### src/sv/b64d_pkg.sv
// shared types, constants and the character classifier of the base64 decoder
// no dependencies
`default_nettype none

package b64d_pkg;

    // queue between front and back
    localparam int QUEUE_DEPTH = 2;
    localparam int QUEUE_AW    = $clog2(QUEUE_DEPTH);

    localparam logic [1:0] POS_LAST   = 2'd3;
    localparam logic [1:0] PAD_MAX    = 2'd3;
    localparam logic [1:0] BYTES_FULL = 2'd3;

    typedef enum logic [1:0] {
        KIND_DATA,
        KIND_PAD,
        KIND_SPACE,
        KIND_BAD
    } t_char_kind;

    typedef struct packed {
        t_char_kind kind;
        logic [5:0] value;
    } t_class;

    // one decoded quartet or one error, as handed to the back end
    typedef struct packed {
        logic [23:0] word;
        logic [1:0]  count;
        logic        bad;
    } t_group;

    // map an ascii byte onto the standard base64 alphabet
    function automatic t_class classify(input logic [7:0] ch);
        t_class c;
        c.kind  = KIND_DATA;
        c.value = 6'd0;
        priority if (ch >= "A" && ch <= "Z") begin
            c.value = 6'(ch - 8'h41);
        end else if (ch >= "a" && ch <= "z") begin
            c.value = 6'(ch - 8'h61 + 8'd26);
        end else if (ch >= "0" && ch <= "9") begin
            c.value = 6'(ch - 8'h30 + 8'd52);
        end else if (ch == "+") begin
            c.value = 6'd62;
        end else if (ch == "/") begin
            c.value = 6'd63;
        end else if (ch == "=") begin
            c.kind = KIND_PAD;
        end else if (ch == " " || (ch >= 8'd9 && ch <= 8'd13)) begin
            c.kind = KIND_SPACE;
        end else begin
            c.kind = KIND_BAD;
        end
        return c;
    endfunction

endpackage

`default_nettype wire

### src/sv/b64d_front.sv
// front end: accepts characters, classifies them and assembles quartets
// depends on b64d_pkg
`default_nettype none

module b64d_front (
    input  wire logic            i_clk,
    input  wire logic            i_rst_n,
    input  wire logic            i_push,
    input  wire logic [7:0]      i_in_char,
    input  wire logic            i_q_full,
    output logic                 o_full,
    output logic                 o_q_push,
    output b64d_pkg::t_group     o_q_data
);
    import b64d_pkg::*;

    logic [17:0] r_store, n_store;
    logic [1:0]  r_pos,   n_pos;
    logic [1:0]  r_pad,   n_pad;
    logic        r_halted, n_halted;

    t_class      cls;
    logic        accept;
    logic [5:0]  sextet;
    logic [1:0]  pad_inc;

    assign o_full = i_q_full;
    assign accept = i_push && !i_q_full;
    assign cls    = classify(i_in_char);
    assign sextet = (cls.kind == KIND_PAD) ? 6'd0 : cls.value;

    // quartet assembly and result hand-off
    always_comb begin
        n_store  = r_store;
        n_pos    = r_pos;
        n_pad    = r_pad;
        n_halted = r_halted;
        pad_inc  = r_pad;
        o_q_push = 1'b0;
        o_q_data = '{word: 24'd0, count: 2'd1, bad: 1'b1};
        if (cls.kind == KIND_PAD && r_pad != PAD_MAX) begin
            pad_inc = r_pad + 2'd1;
        end
        if (accept && !r_halted) begin
            unique case (cls.kind)
                KIND_SPACE: begin
                end
                KIND_BAD: begin
                    n_halted = 1'b1;
                    n_store  = '0;
                    n_pos    = '0;
                    n_pad    = '0;
                    o_q_push = 1'b1;
                end
                KIND_DATA, KIND_PAD: begin
                    if (r_pos != POS_LAST) begin
                        n_store = {r_store[11:0], sextet};
                        n_pos   = r_pos + 2'd1;
                        n_pad   = pad_inc;
                    end else begin
                        o_q_data.word  = {r_store, sextet};
                        o_q_data.count = BYTES_FULL - pad_inc;
                        o_q_data.bad   = 1'b0;
                        o_q_push       = (pad_inc != PAD_MAX);
                        n_store        = '0;
                        n_pos          = '0;
                        n_pad          = '0;
                    end
                end
                default: begin
                end
            endcase
        end
    end

    // state registers
    always_ff @(posedge i_clk) begin
        if (!i_rst_n) begin
            r_store  <= '0;
            r_pos    <= '0;
            r_pad    <= '0;
            r_halted <= 1'b0;
        end else begin
            r_store  <= n_store;
            r_pos    <= n_pos;
            r_pad    <= n_pad;
            r_halted <= n_halted;
        end
    end

endmodule

`default_nettype wire

### src/sv/b64d_queue.sv
// short queue of decoded groups between front and back end
// depends on b64d_pkg
`default_nettype none

module b64d_queue (
    input  wire logic            i_clk,
    input  wire logic            i_rst_n,
    input  wire logic            i_push,
    input  b64d_pkg::t_group     i_data,
    input  wire logic            i_pop,
    output logic                 o_full,
    output logic                 o_empty,
    output b64d_pkg::t_group     o_data
);
    import b64d_pkg::*;

    localparam logic [QUEUE_AW:0] DepthCount = (QUEUE_AW + 1)'(QUEUE_DEPTH);

    t_group              r_mem [QUEUE_DEPTH];
    logic [QUEUE_AW-1:0] r_wr_ptr;
    logic [QUEUE_AW-1:0] r_rd_ptr;
    logic [QUEUE_AW:0]   r_count;
    logic                do_push;
    logic                do_pop;

    assign o_full  = (r_count == DepthCount);
    assign o_empty = (r_count == '0);
    assign do_push = i_push && !o_full;
    assign do_pop  = i_pop && !o_empty;
    assign o_data  = r_mem[r_rd_ptr];

    // storage
    always_ff @(posedge i_clk) begin
        if (do_push) begin
            r_mem[r_wr_ptr] <= i_data;
        end
    end

    // pointers and fill count
    always_ff @(posedge i_clk) begin
        if (!i_rst_n) begin
            r_wr_ptr <= '0;
            r_rd_ptr <= '0;
            r_count  <= '0;
        end else begin
            if (do_push) begin
                r_wr_ptr <= (r_wr_ptr == QUEUE_AW'(QUEUE_DEPTH - 1)) ? '0 : r_wr_ptr + 1'b1;
            end
            if (do_pop) begin
                r_rd_ptr <= (r_rd_ptr == QUEUE_AW'(QUEUE_DEPTH - 1)) ? '0 : r_rd_ptr + 1'b1;
            end
            if (do_push && !do_pop) begin
                r_count <= r_count + 1'b1;
            end else if (do_pop && !do_push) begin
                r_count <= r_count - 1'b1;
            end
        end
    end

endmodule

`default_nettype wire

### src/sv/b64d_back.sv
// back end: unpacks queued groups into bytes, one item per cycle while the receiver pops
// depends on b64d_pkg
`default_nettype none

module b64d_back (
    input  wire logic            i_clk,
    input  wire logic            i_rst_n,
    input  wire logic            i_q_empty,
    input  b64d_pkg::t_group     i_q_data,
    output logic                 o_q_pop,
    input  wire logic            i_pop,
    output logic                 o_empty,
    output logic [7:0]           o_data_byte,
    output logic                 o_last_of_group,
    output logic                 o_bad_char
);
    import b64d_pkg::*;

    logic [23:0] r_word;
    logic [1:0]  r_left;
    logic        r_bad;
    logic        r_valid;
    logic        take;
    logic        done;

    assign o_empty         = !r_valid;
    assign o_data_byte     = r_word[23:16];
    assign o_last_of_group = (r_left == 2'd1);
    assign o_bad_char      = r_bad;

    assign take    = i_pop && r_valid;
    assign done    = !r_valid || (take && o_last_of_group);
    assign o_q_pop = done && !i_q_empty;

    // output holding register, shifts one byte out per taken item
    always_ff @(posedge i_clk) begin
        if (!i_rst_n) begin
            r_valid <= 1'b0;
            r_left  <= '0;
            r_bad   <= 1'b0;
            r_word  <= '0;
        end else if (o_q_pop) begin
            r_valid <= 1'b1;
            r_word  <= i_q_data.word;
            r_left  <= i_q_data.count;
            r_bad   <= i_q_data.bad;
        end else if (take) begin
            r_word  <= {r_word[15:0], 8'd0};
            r_left  <= r_left - 2'd1;
            if (o_last_of_group) begin
                r_valid <= 1'b0;
            end
        end
    end

endmodule

`default_nettype wire

### src/sv/base64_stream_decoder.sv
// Base64 stream decoder: one ASCII character per input item, standard alphabet,
// whitespace skipped, '=' counted as padding. A fourth non-whitespace character
// yields three, two or one bytes (none, one or two pads), the last one marked; three
// or more pads in a quartet yield nothing. Any other character yields one error item
// (data 0, last and bad set) and the block then drops all input until reset. Input
// is taken every cycle while the two-entry group queue has room; bytes leave one
// per cycle from the output register while the receiver pops, so four characters
// per three bytes keep up. Bytes pass the group queue, then the output register.
// depends on b64d_pkg, b64d_front, b64d_queue, b64d_back
`default_nettype none

module base64_stream_decoder (
    input  wire logic       i_clk,
    input  wire logic       i_rst_n,
    input  wire logic       i_push,
    output logic            o_full,
    input  wire logic [7:0] i_in_char,
    output logic            o_empty,
    input  wire logic       i_pop,
    output logic [7:0]      o_data_byte,
    output logic            o_last_of_group,
    output logic            o_bad_char
);
    import b64d_pkg::*;

    logic   q_push;
    logic   q_pop;
    logic   q_full;
    logic   q_empty;
    t_group q_wdata;
    t_group q_rdata;

    // character intake and quartet assembly
    b64d_front u_front (
        .i_clk     (i_clk),
        .i_rst_n   (i_rst_n),
        .i_push    (i_push),
        .i_in_char (i_in_char),
        .i_q_full  (q_full),
        .o_full    (o_full),
        .o_q_push  (q_push),
        .o_q_data  (q_wdata)
    );

    // group queue
    b64d_queue u_queue (
        .i_clk   (i_clk),
        .i_rst_n (i_rst_n),
        .i_push  (q_push),
        .i_data  (q_wdata),
        .i_pop   (q_pop),
        .o_full  (q_full),
        .o_empty (q_empty),
        .o_data  (q_rdata)
    );

    // byte output
    b64d_back u_back (
        .i_clk           (i_clk),
        .i_rst_n         (i_rst_n),
        .i_q_empty       (q_empty),
        .i_q_data        (q_rdata),
        .o_q_pop         (q_pop),
        .i_pop           (i_pop),
        .o_empty         (o_empty),
        .o_data_byte     (o_data_byte),
        .o_last_of_group (o_last_of_group),
        .o_bad_char      (o_bad_char)
    );

endmodule

`default_nettype wire

### config.mk
export PLATFORM = sky130hd
export DESIGN_NAME = base64_stream_decoder
export DESIGN_NICKNAME = d
export VERILOG_FILES = /design/src/sv/b64d_pkg.sv /design/src/sv/b64d_front.sv /design/src/sv/b64d_queue.sv /design/src/sv/b64d_back.sv /design/src/sv/base64_stream_decoder.sv
export SDC_FILE = /design/constraint.sdc
export NUM_CORES = 1
export LEC_CHECK = 0
export ABC_AREA = 0
export ABC_CLOCK_PERIOD_IN_PS = 10000
export BUFFER_PORTS_ARGS = -buffer_cell sky130_fd_sc_hd__buf_4
export CORE_ASPECT_RATIO = 1.1
export CORE_UTILIZATION = 60
export DETAILED_ROUTE_END_ITERATION = 12
export GPL_TIMING_DRIVEN = 0
export HOLD_SLACK_MARGIN = 0.15
export PLACE_DENSITY = 0.82
export REMOVE_ABC_BUFFERS = 1
export SETUP_SLACK_MARGIN = 0.05
export SLEW_MARGIN = 20
export SYNTH_ARGS = -nofsm -noshare
export SYNTH_HDL_FRONTEND = slang
export SYNTH_HIERARCHICAL = 1
export SYNTH_SLANG_ARGS = --single-unit
export TNS_END_PERCENT = 30
### constraint.sdc
create_clock -name i_clk -period 10 [get_ports i_clk]
set_input_delay 0.5 -clock i_clk [delete_from_list [all_inputs] [get_ports i_clk]]
set_output_delay 0.5 -clock i_clk [all_outputs]
set_load 0.02 [all_outputs]
; ---- Yosys cells after proc, flatten, opt, wreduce, memory -nomap -nowiden
; Memory sizes are Yosys's and may differ from the RTL's. A register that Yosys moved wholly into a read port is not among the register bits.
; Cells that the tools add are included.
[classes]
muxes = 41
order_cmp = 8
reduce_logical = 32
n_addsub = 13
n_eq_ne = 11
[ops]
columns = cell, count
row1 = 27-bit two-way mux, 3
row2 = 24-bit two-way mux, 2
row3 = 6-bit two-way mux, 6
row4 = 18-bit one-hot mux with 2 select lines, 1
row5 = "8-bit by 6-bit equality test with 1-bit output, second input constant", 4
row6 = 2-bit two-way mux, 13
row7 = 18-bit two-way mux, 1
row8 = "8-bit by 7-bit >= comparator with 1-bit output, second input constant", 2
row9 = "8-bit by 7-bit <= comparator with 1-bit output, second input constant", 2
row10 = 1-bit logical AND, 14
row11 = 1-bit two-way mux, 12
row12 = "6-bit subtractor, second input constant", 2
row13 = "8-bit by 4-bit >= comparator with 1-bit output, second input constant", 1
row14 = "8-bit by 6-bit >= comparator with 1-bit output, second input constant", 1
row15 = "8-bit by 4-bit <= comparator with 1-bit output, second input constant", 1
row16 = "8-bit by 6-bit <= comparator with 1-bit output, second input constant", 1
row17 = 2-bit one-hot mux with 2 select lines, 2
row18 = 2-bit nonzero test, 4
row19 = "2-bit by 1-bit adder with 2-bit output, second input constant", 3
row20 = "6-bit by 5-bit adder with 6-bit output, second input constant", 1
row21 = "6-bit adder, second input constant", 1
row22 = 1-bit logical NOT, 6
row23 = "2-bit inequality test, second input constant", 3
row24 = 2-bit AND reduction, 3
row25 = 10 further kinds, 16
[word_totals]
mem_count = 1
reg_bits = 55
ramBits = 54
wordCells = 117
[memory_table]
columns = memory, depth, word_bits, read_ports, rd_ports_with_merged_regs, write_ports, line_no
row1 = u_queue.r_mem, 2, 27, 1, 1, 1, b64d_queue.sv:19  ; t_group r_mem [QUEUE_DEPTH];

; ---- Logic depth before layout (Yosys ltp)
; Gate-level depths: netlist of run 1.
[logic_depth]
ltp_word = 22
mapped_depth = 16

; ---- Cells and area by module
; Netlist of run 1, hierarchy kept.
[modules_own_cells]
columns = module, area_per_inst_um2, seq_area_each_um2, cells_each, instances
row1 = b64d_queue, 2179.6, 1721.7, 109, 1
row2 = b64d_front, 1795.5, 460.4, 212, 1
row3 = b64d_back, 1346.3, 560.5, 123, 1

; ---- Worst setup path before layout of run 1
; No wires, ideal clock.
[synth_path]
kind = input to register
startpoint = input i_in_char[2]
endpoint = memory u_queue/r_mem[0][0] (netlist bit) (enable)
path_stages = 12
setup_ps = 408
slack_ps = 6166
arrival_ps = 3426
t_required_ps = 9592
cell_sequence = inv_1 -> ha_1 -> buf_6 -> a21oi_4 -> a211oi_2 -> or3_4 -> o22a_1 -> nor3_2 -> inv_1 -> o22ai_1 -> inv_1 -> nor3_2
[synth_via]
elab_chain_cells = 20
word_cells_on_any_way = 37
[synth_rtl]
columns = item, line_no
row1 = start: declaration, base64_stream_decoder.sv:17  ; input wire logic [7:0] i_in_char,
row2 = 8-bit by 4-bit >= comparator with 1-bit output / 8-bit by 4-bit <= comparator with 1-bit output (equally long branches), b64d_pkg.sv:51  ; end else if (ch == " " || (ch >= 8'd9 && ch <= 8'd13)) begin
row3 = 1-bit logical AND, b64d_pkg.sv:51
row4 = 1-bit logical OR, b64d_pkg.sv:51
row5 = 1-bit two-way mux, b64d_pkg.sv:51
row6 = 2-bit two-way mux, b64d_pkg.sv:49  ; end else if (ch == "=") begin
row7 = 2-bit two-way mux, b64d_pkg.sv:47  ; end else if (ch == "/") begin
row8 = 2-bit two-way mux, b64d_pkg.sv:45  ; end else if (ch == "+") begin
row9 = 2-bit two-way mux, b64d_pkg.sv:43  ; end else if (ch >= "0" && ch <= "9") begin
row10 = [... 5 more ...], n/a
row11 = 2-bit inequality test, b64d_front.sv:64  ; o_q_push = (pad_inc != PAD_MAX);
row12 = 1-bit two-way mux, b64d_front.sv:56  ; if (r_pos != POS_LAST) begin
row13 = 1-bit one-hot mux with 2 select lines *, b64d_front.sv:45  ; unique case (cls.kind)
row14 = 1-bit two-way mux *, b64d_front.sv:44  ; if (accept && !r_halted) begin
row15 = named net q_push, base64_stream_decoder.sv:26  ; logic q_push;
row16 = 1-bit logical AND *, b64d_queue.sv:28  ; assign do_push = i_push && !o_full;
row17 = 1-bit two-way mux *, b64d_queue.sv:34  ; if (do_push) begin
row18 = 1-bit two-way mux (implied by the code) *, b64d_queue.sv:35  ; r_mem[r_wr_ptr] <= i_data;
row19 = end: declaration, b64d_queue.sv:19
; The timed path passes the listed nets; every way through them passes the cells marked *.

; ---- Worst setup path in the final report of run 1
[layout_path]
startpoint = input i_in_char[2]
endpoint = register u_queue.r_count[1]
[layout_via]
elab_chain_cells = 21
word_cells_on_any_way = 40
[layout_rtl]
columns = item, line_no
row1 = 8-bit by 4-bit >= comparator with 1-bit output / 8-bit by 4-bit <= comparator with 1-bit output (equally long branches), b64d_pkg.sv:51
row2 = 1-bit logical AND, b64d_pkg.sv:51
row3 = 1-bit logical OR, b64d_pkg.sv:51
row4 = 1-bit two-way mux, b64d_pkg.sv:51
row5 = 2-bit two-way mux, b64d_pkg.sv:49
row6 = 2-bit two-way mux, b64d_pkg.sv:47
row7 = 2-bit two-way mux, b64d_pkg.sv:45
row8 = 2-bit two-way mux, b64d_pkg.sv:43
row9 = [... 7 more ...], n/a
row10 = 1-bit one-hot mux with 2 select lines *, b64d_front.sv:45
row11 = 1-bit two-way mux *, b64d_front.sv:44
row12 = named net q_push, base64_stream_decoder.sv:26
row13 = 1-bit logical AND *, b64d_queue.sv:28
row14 = named net u_queue.do_push, b64d_queue.sv:23  ; logic do_push;
row15 = 1-bit logical NOT, b64d_queue.sv:54  ; end else if (do_pop && !do_push) begin
row16 = 1-bit logical AND, b64d_queue.sv:54
row17 = 2-bit nonzero test (no line), n/a
row18 = end signal: assignment, b64d_queue.sv:53  ; r_count <= r_count + 1'b1;
row19 = end signal: assignment, b64d_queue.sv:55  ; r_count <= r_count - 1'b1;
row20 = end: declaration, b64d_queue.sv:22  ; logic [QUEUE_AW:0] r_count;
; Marked as above.
; A chain may end at the register's enable or synchronous reset.

==> flow_metrics.py, run 1 <==
metrics = {
    "outcome": {
        "outcome": "finished, final reports clean",
    },
    "run": {
        "drv_cap": 0,
    },
    "die": {
        "core-area_um2": 8500,
        "fp.dieArea_um2": 9250,
        "row_count": 35,
        "initial_core_util": 0.626,
        "die_h_um": 101,
        "ioPinCount": 24,
        "die_x_um": 91.8,
    },
    "yosys": {
        "synth_compound_gate_area_share": 0.178,
        "synth.ff_latch_count": 110,
        "synth_top_family_by_area": "compound AO/OA/AOI/OAI gates",
        "yosys.area_share.adder": 0.0329,
        "synth_area_per_cell_um2": 12.0,
        "post_synth_top_flop": "dfxtp_1",
        "synth_cell_types": 69,
        "yosysTopAreaCellShare": 0.305,
        "post_synth_mux_area_share": 0.0948,
        "post_synth_edffs": 54,
        "postSynth.asyncResetShare": 0,
        "seq_area_frac_synth": 0.515,
        "mappedNetlistArea_um2": 5320,
        "yosys.area.top_type": "edfxtp_1",
        "synth_xor_xnor_area_share": 0.00988,
        "synth_warnings": 6,
        "post_synth_main_area_contributors": "edfxtp_1, dfxtp_1, mux2_2, mux2i_1, ha_1",
        "cells_after_synth": 444,
        "area_share_of_and_or_nand_nor_cells_after_synthesis": 0.114,
    },
    "critical_path": {
        "path_delay_family": "simple AND/OR/NAND/NOR gates",
        "ff2ff_path_depth": 11,
        "worst-endpoint-arrival_ns": 4.20,
        "worst_setup_path_startpoint": "i_in_char[2]",
        "crit_path_max_incr_delay_ns": 0.61,
        "worstPathRequired_ns": 10.30,
        "worstPathCellList": "buf_4 > inv_1 > ha_1 > a21oi_4 > a211oi_2 > or3_4 > o22a_1 > nor3_4 > inv_1 > o22ai_1 > inv_1 > nor2_1 > ha_1 > or3_1 > a21boi_1",
        "worst_path_fanout_max": 22,
        "cp-start-kind": "primary input",
        "cp.buffers_inverters": 4,
        "cpMaxStageDelayCell": "nor3_4",
        "endpoint_kind": "register",
        "path_common_cell": "inv_1",
        "path_class": "in -> reg",
        "path_depth": 15,
        "worstReg2RegStart": "u_queue/r_count[0]",
    },
    "power": {
        "p_leak_uw": 0.00211,
        "pwr_dens_nw_per_um2": 229,
        "max-vdd-ir-drop_mv": 0.0876,
    },
    "placed_design": {
        "placed_cells_incl_taps": 551,
        "dpl.hpwl_um": 6950,
        "dpl_worst_slack_ns": 5.75,
        "port-buffer-count": 23,
        "place.gp.congestion": 0.885,
    },
    "detailed_routing": {
        "drt_iter0_drc": 149,
        "postRouteWirelength_um": 10200,
        "remaining_drc_errors": 0,
        "detail_route.first_pass.iterations": 4,
        "vias": 3415,
        "drt-wirelength-per-cell_um": 18.0,
        "antenna_violating_nets_post_route": 0,
        "via_per_inst": 6.02,
    },
    "timing": {
        "timing.final.hold_violations": 0,
        "worst_hold_slack_ns": 0.465,
        "postLayoutSetupSlackWorst_ns": 6.10,
        "timing_max_transition_violations_final": 0,
        "timing.max_slew.rel_slack": 0.303,
        "skew_ns": 0.0115,
        "setup_viol": 0,
        "rsz0062_at_grt": "false",
        "clock.fmax_ghz": 0.256,
        "fin_crit_sh": 0.390,
        "setup_tns_ns": 0,
        "time_the_worst_path_needs_with_i_o_delays_and_setup_ns": 3.90,
        "tightestPinTransition_ns": 1.05,
    },
    "clock_network": {
        "cts_htree_levels": 3,
        "max-clock-path-buffers": 2,
        "tritoncts": "yes",
        "postCtsHoldBufs": 0,
        "cts.clk_slew.worst_paths_ns": 0.10,
        "cts_repair_resize_count": 0,
        "clock_latency_of_the_later_clocked_register_in_the_worst_skew_pair_ns": 0.36,
        "clock_sinks": 110,
        "tritoncts.num_buffers": 9,
        "cts_setup_buffers": 0,
        "clk_root_buffer_cell": "clkbuf_8",
    },
    "final_layout": {
        "utilization": 0.665,
        "commonest_non_fill_non_tap_cell_in_the_layout": "dfxtp_1",
        "area_growth_syn_to_layout_pct": 6.11,
        "drive_gt1_frac": 0.221,
        "layoutNonFillerInstCount": 567,
        "fin_nets": 477,
        "antennaDiodeCount": 0,
        "mostFrequentLayoutCells": "dfxtp_1, edfxtp_1, mux2_2, buf_4, and2_1",
    },
    "grt": {
        "grt_pass1_vias": 3429,
        "antenna_found_initial": 0,
        "grt_max_degree": 34,
        "wire_length_of_the_first_global_routing_pass_um": 16800,
        "track_usage": 0.235,
        "global_route.overflow_total": 0,
    },
    "hold_path": {
        "hold-path-cell-count": 2,
        "hold_path.startpoint": "u_front/r_store[15]",
        "hold_class": "reg -> reg",
    },
}
-- cells in the mapped netlist, types with 4 or more instances --
library cell and number:
nor3_1 5, a21oi_2 9, clkbuf_1 4, ha_1 14, nor2b_1 4, buf_2 4, o21ai_0 10, inv_1 13
buf_4 16, buf_6 5, nand4_1 5, dfxtp_1 56, and2_1 23, edfxtp_1 54, o2bb2ai_1 6, and3_1 6
o31ai_1 19, a21oi_1 18, mux2i_1 20, a22o_1 18, nand2b_1 5, o21a_1 4, nand2_1 15, nor2_1 15
mux2_2 27
-- path summary, 6_finish.rpt --
path	end	slack [ns]
hold / removal	u_front/r_store[15]	0.47
hold reg to reg	u_front/r_store[15]	0.47
setup reg to reg	u_queue/r_count[1]	6.60
setup / recovery	u_queue/r_count[1]	6.10
-- logic make-up (layout without fill, tap and decap cells) --
family / after synthesis / count (layout)
DFF: 110 / 110
buffers and inverters: 46 / 58
AOI/OAI and AO/OA: 119 / 119
xor gates and xnor gates: 6 / 6
and+or+nand+nor: 102 / 102
adders and majority gates: 14 / 14
muxes: 47 / 47
-- stage by stage --
stage	total power, uW	cell area, um2
final	1300	5650
after global routing	1360	5650
after CTS	1300	5650
after floorplan	913	5090
after detailed placement	1060	5460
after global placement	1020	5400
-- worst reg2reg max path, stage by stage, from the launching register on --
cell and delay, ns:
dfxtp_1 0.46, nand2b_1 0.20, inv_2 0.10, or3b_1 0.45, nor3_4 0.66, inv_1 0.17, o22ai_1 0.24, inv_1 0.13
nor2_1 0.14, ha_1 0.28, or3_1 0.36, a21boi_1 0.15
-- routing by layer --
metal  up-vias  GRT usage  wire, um
met4         0      0.106       148
met1      1668      0.290      4550
li1       1675          -         -
met3        12     0.0294       275
met5         -          0         0
met2        60      0.415      5220
-- layout make-up --
class                      instances  area, um2
sequential                       110       2740
tap                              111        139
clock inverter                     5       33.8
multi-input combinational        288       2310
timing repair buffer              26        210
clock buffer                      11        151
fill                             638       2850
inverter                          16       62.6
-- power breakdown --
group / switching (uW) / internal (uW)
Combinational: 251 / 184
Clock: 141 / 104
Sequential: 55.8 / 560
-- registers in the layout, summed over array words and instances, names as in the netlist, named ones only --
register / flops
u_front/r_halted: 1
u_queue/r_mem: 54
u_back/r_word: 24
u_queue/r_count: 2
u_front/r_pos: 2
u_queue/r_wr_ptr: 1
u_front/r_pad: 2
u_back/r_valid: 1
u_front/r_store: 18
u_queue/r_rd_ptr: 1
u_back/r_left: 2
u_back/o_bad_char: 1
No activity file was read; power rests on OpenSTA's default activity.
==> inputs of run 2 (changes only) <==
- ABC_CLOCK_PERIOD_IN_PS: 10000 -> 3800
- clock period: 10 -> 3.8 ns (I/O delays scaled with it)
==> flow_metrics.py, run 2 (synthesized netlist as in run 1, its figures left out) <==
metrics = {
    "detailed_routing": {
        "remaining_drc_errors": 0,
        "via_per_inst": 6.07,
        "antenna_violating_nets_post_route": 0,
        "postRouteWirelength_um": 10400,
        "detail_route.first_pass.iterations": 5,
        "drt_iter0_drc": 145,
        "vias": 3460,
        "drt-wirelength-per-cell_um": 18.3,
    },
    "final_layout": {
        "largest_register_ff_count": 54,
        "biggestRegsByFlops": "u_queue/r_mem (54), u_back/r_word (24), u_front/r_store (18)",
        "antennaDiodeCount": 0,
        "top_register": "u_queue/r_mem",
        "drive_gt1_frac": 0.227,
        "fin_nets": 480,
        "area_growth_syn_to_layout_pct": 6.58,
        "commonest_non_fill_non_tap_cell_in_the_layout": "dfxtp_1",
        "mostFrequentLayoutCells": "dfxtp_1, edfxtp_1, mux2_2, buf_4, and2_1",
        "utilization": 0.668,
    },
    "critical_path": {
        "worst_r2r_endpoint": "u_queue/r_count[1]",
        "timing.critical_path.to": "u_queue/r_count[1]",
        "r2r_slack_ns": 0.62,
        "worst_setup_path_startpoint": "i_in_char[2]",
        "cp-start-kind": "primary input",
        "path_class": "in -> reg",
        "worst-endpoint-arrival_ns": 3.61,
        "ff2ff_path_depth": 9,
        "worstReg2RegStart": "u_back/r_left[1]",
        "worst_path_fanout_max": 9,
        "endpoint_kind": "register",
        "worstPathRequired_ns": 4.10,
    },
    "timing": {
        "rsz0062_at_grt": "false",
        "clock.fmax_ghz": 0.301,
        "setup_viol": 0,
        "timing.max_slew.rel_slack": 0.303,
        "time_the_worst_path_needs_with_i_o_delays_and_setup_ns": 3.32,
        "fin_crit_sh": 0.873,
        "postLayoutSetupSlackWorst_ns": 0.482,
        "timing_max_transition_violations_final": 0,
        "skew_ns": 0.00913,
        "tightestPinTransition_ns": 1.05,
        "timing.final.hold_violations": 0,
    },
    "die": {
        "core-area_um2": 8500,
        "die_h_um": 101,
        "die_x_um": 91.8,
        "row_count": 35,
        "ioPinCount": 24,
        "fp.dieArea_um2": 9250,
        "initial_core_util": 0.626,
    },
    "grt": {
        "antenna_found_initial": 0,
        "wire_length_of_the_first_global_routing_pass_um": 16800,
        "global_route.overflow_total": 0,
        "track_usage": 0.235,
        "grt_max_degree": 34,
        "grt_pass1_vias": 3429,
    },
    "power": {
        "pwr_dens_nw_per_um2": 602,
        "max-vdd-ir-drop_mv": 0.214,
        "p_leak_uw": 0.00212,
    },
    "clock_network": {
        "tritoncts": "yes",
        "cts_setup_buffers": 0,
        "cts_htree_levels": 3,
        "cts.clk_slew.worst_paths_ns": 0.10,
        "cts_repair_resize_count": 0,
        "clock_latency_of_the_later_clocked_register_in_the_worst_skew_pair_ns": 0.36,
        "clock_sinks": 110,
        "clk_root_buffer_cell": "clkbuf_8",
        "max-clock-path-buffers": 2,
        "tritoncts.num_buffers": 9,
        "postCtsHoldBufs": 0,
    },
    "hold_path": {
        "hold_path.startpoint": "i_rst_n",
        "hold_class": "in -> reg",
    },
    "placed_design": {
        "dpl_worst_slack_ns": -0.145,
        "dpl.hpwl_um": 6950,
        "place.gp.congestion": 0.885,
        "port-buffer-count": 23,
    },
    "run": {
        "drv_cap": 0,
    },
    "outcome": {
        "outcome": "finished, final reports clean",
    },
}
[run 2: changes by cell type in the layout (fill, tap and decap cells not counted)]
cell and change:
nor3_2 +1, buf_4 +2
[run 2: layout make-up]
| type | instances | area [um2] |
|---|---|---|
| fill | 635 | 2820 |
| sequential | 110 | 2740 |
| multi-input combinational | 289 | 2320 |
| timing repair buffer | 28 | 225 |
| clock buffer | 11 | 151 |
| tap | 111 | 139 |
| inverter | 16 | 62.6 |
| clock inverter | 5 | 33.8 |
[run 2: how the worst min path moves through the flow]
stage          slack [ns]  depth (start not counted)             endpoint
5_1_grt              0.23                          2       u_back/r_valid
2_1_floorplan        0.31                          1     u_queue/r_wr_ptr
4_1_cts              0.22                          3    u_back/r_word[23]
3_5_place_dp         0.45                          2  u_front/r_store[15]
6_report             0.24                          2       u_back/r_valid
3_3_place_gp         0.44                          1     u_front/r_pos[0]
[run 2: routing by layer]
| metal | track usage | part of all wire | up-vias | routed length (um) |
|---|---|---|---|---|
| li1 | - | - | 1675 | - |
| met3 | 0.0294 | 0.040 | 14 | 412 |
| met1 | 0.290 | 0.43 | 1662 | 4520 |
| met5 | 0 | 0 | - | 0 |
| met4 | 0.106 | 0.017 | 0 | 175 |
| met2 | 0.415 | 0.51 | 109 | 5320 |
[run 2: per-stage QoR]
step	TNS [ns]	hold WS, ns	cell area (um2)	power [uW]	cells
floorplan	-3.33	0.308	5090	2400	414
global placement	-66.68	0.441	5400	2690	548
detailed placement	-5.03	0.452	5460	2790	551
CTS	0	0.220	5650	3430	567
global route	0	0.228	5670	3590	570
finish	0	0.236	5670	3410	570
[run 2: critical path, stage by stage]
cell      delay [ns]
buf_4           0.12
inv_1           0.10
ha_1            0.35
a21oi_4         0.23
a211oi_2        0.09
or3_4           0.44
o22a_1          0.33
nor3_4          0.37
inv_1           0.12
o22ai_1         0.22
inv_1           0.13
nor2_1          0.13
ha_1            0.28
or3_1           0.36
a21boi_1        0.15
[run 2: report_power, final]
part / internal [uW] / switching, uW
Sequential: 1470 / 149
Clock: 273 / 369
Combinational: 485 / 664
Total: 2230 / 1180
==> inputs of run 3 (changes only) <==
- REMOVE_ABC_BUFFERS: 1 -> unset
==> flow_metrics.py, run 3 (synthesized netlist as in run 1, its figures left out) <==
metrics = {
    "outcome": {
        "outcome": "finished, final reports clean",
    },
    "final_layout": {
        "drive_gt1_frac": 0.255,
        "biggestRegsByFlops": "u_queue/r_mem (54), u_back/r_word (24), u_front/r_store (18)",
        "largest_register_ff_count": 54,
        "layoutNonFillerInstCount": 597,
        "top_register": "u_queue/r_mem",
        "antennaDiodeCount": 0,
        "fin_nets": 507,
        "mostFrequentLayoutCells": "dfxtp_1, edfxtp_1, buf_4, mux2_2, and2_1",
        "area_growth_syn_to_layout_pct": 10.7,
        "commonest_non_fill_non_tap_cell_in_the_layout": "dfxtp_1",
    },
    "clock_network": {
        "clock_sinks": 110,
        "tritoncts.num_buffers": 9,
        "clk_root_buffer_cell": "clkbuf_8",
        "clock_latency_of_the_later_clocked_register_in_the_worst_skew_pair_ns": 0.37,
        "cts_htree_levels": 3,
        "cts.clk_slew.worst_paths_ns": 0.11,
        "cts_setup_buffers": 0,
        "max-clock-path-buffers": 2,
        "tritoncts": "yes",
    },
    "die": {
        "die_h_um": 101,
        "fp.dieArea_um2": 9250,
        "ioPinCount": 24,
        "initial_core_util": 0.626,
        "row_count": 35,
        "core-area_um2": 8500,
        "die_x_um": 91.8,
    },
    "grt": {
        "track_usage": 0.243,
        "grt_pass1_vias": 3533,
        "wire_length_of_the_first_global_routing_pass_um": 17100,
        "grt_max_degree": 28,
        "global_route.overflow_total": 0,
        "antenna_found_initial": 0,
    },
    "placed_design": {
        "port-buffer-count": 23,
        "dpl.hpwl_um": 7850,
        "placed_cells_incl_taps": 580,
        "place.gp.congestion": 0.928,
    },
    "timing": {
        "setup_viol": 0,
        "rsz0062_at_grt": "false",
        "timing_max_transition_violations_final": 0,
        "skew_ns": 0.0186,
        "setup_tns_ns": 0,
        "timing.max_slew.rel_slack": 0.521,
        "time_the_worst_path_needs_with_i_o_delays_and_setup_ns": 3.14,
        "clock.fmax_ghz": 0.318,
        "tightestPinTransition_ns": 0.712,
        "fin_crit_sh": 0.828,
        "timing.final.hold_violations": 0,
    },
    "critical_path": {
        "worst_path_fanout_max": 6,
        "timing.critical_path.to": "u_queue/r_count[1]",
        "path_class": "in -> reg",
        "worst-endpoint-arrival_ns": 3.45,
        "worstPathRequired_ns": 4.11,
        "endpoint_kind": "register",
        "ff2ff_path_depth": 11,
        "worst_setup_path_startpoint": "i_in_char[1]",
        "r2r_slack_ns": 0.84,
        "worstReg2RegStart": "u_queue/r_count[0]",
        "cp-start-kind": "primary input",
        "worst_r2r_endpoint": "u_queue/r_count[1]",
    },
    "detailed_routing": {
        "drt_iter0_drc": 198,
        "antenna_violating_nets_post_route": 0,
        "detail_route.first_pass.iterations": 5,
        "postRouteWirelength_um": 10500,
        "via_per_inst": 5.93,
        "drt-wirelength-per-cell_um": 17.7,
        "remaining_drc_errors": 0,
        "vias": 3542,
    },
    "yosys": {
        "syn-num-nets": 470,
    },
    "run": {
        "drv_cap": 0,
    },
    "power": {
        "pwr_dens_nw_per_um2": 612,
        "max-vdd-ir-drop_mv": 0.260,
        "p_leak_uw": 0.00225,
    },
    "hold_path": {
        "hold_class": "in -> reg",
    },
}
==> run 3: cell types whose count changed in the layout (fill, tap and decap cells not counted), sizes merged <==
cell         previous run  this run
nor3                    9         8
dlygate4sd3             0         1
buf                    28        51
clkinv                  4         3
inv                    16        19
clkbuf                 11        13
==> run 3: routing by layer <==
metal | wire length [um] | global-route usage | share of wire | vias to the layer above
li1 | - | - | - | 1737
met1 | 4460 | 0.277 | 0.42 | 1691
met2 | 5500 | 0.449 | 0.52 | 92
met3 | 300 | 0.0392 | 0.028 | 22
met4 | 291 | 0.109 | 0.028 | 0
met5 | 0 | 0 | 0 | -
==> run 3: worst min-delay path by stage <==
stage / startpoint / endpoint / cells after the start
floorplan: i_rst_n / u_queue/r_wr_ptr / 1
global placement: u_front/r_pos[0] / u_front/r_pos[0] / 1
detailed placement: u_front/r_pos[0] / u_front/r_pos[0] / 1
CTS: i_in_char[2] / u_front/r_store[2] / 4
global route: i_in_char[2] / u_front/r_store[2] / 4
finish: i_in_char[2] / u_front/r_store[2] / 4
==> run 3: critical path: stages <==
cell      delay, ns
buf_4          0.14
inv_1          0.17
ha_1           0.27
nand2b_1       0.13
a21oi_1        0.15
or3_4          0.44
o22a_1         0.26
nor3_2         0.24
inv_1          0.13
o22ai_1        0.24
inv_1          0.13
nor2_1         0.17
ha_1           0.28
or3_1          0.35
a21boi_1       0.14
==> run 3: area by class of cell <==
class	instances	area, um2
multi-input cells	288	2290
repair buffers	26	209
clock buffers	9	124
plain buffers	30	231
well taps	111	139
fillers	625	2610
flip-flops and latches	110	2740
inverters	16	62.6
clock inverters	7	87.6
==> run 3: repair_timing <==
item,CTS,global route
hold buffers,1,0
setup endpoints to repair,0,0
endpoints found under the hold margin,1,0
resized for setup,0,0
==> run 3: metrics by stage <==
step           cell area, um2  power (uW)  setup slack (ns)  hold WS, ns   util
2_1_floorplan            5320        2570             0.276        0.308      -
3_3_place_gp             5630        2860            -0.666        0.440  0.663
3_5_place_dp             5670        2920             0.325        0.451  0.667
4_1_cts                  5890        3620             0.702        0.291  0.693
5_1_grt                  5890        3800             0.459        0.330  0.693
6_report                 5890        3600             0.655        0.306  0.693
==> run 3: power breakdown <==
| group | internal, uW | switching [uW] | total, uW | leakage [uW] |
|---|---|---|---|---|
| Clock | 267 | 442 | 709 | 0.000102 |
| Combinational | 605 | 704 | 1310 | 0.00120 |
| Sequential | 1470 | 113 | 1580 | 0.000954 |
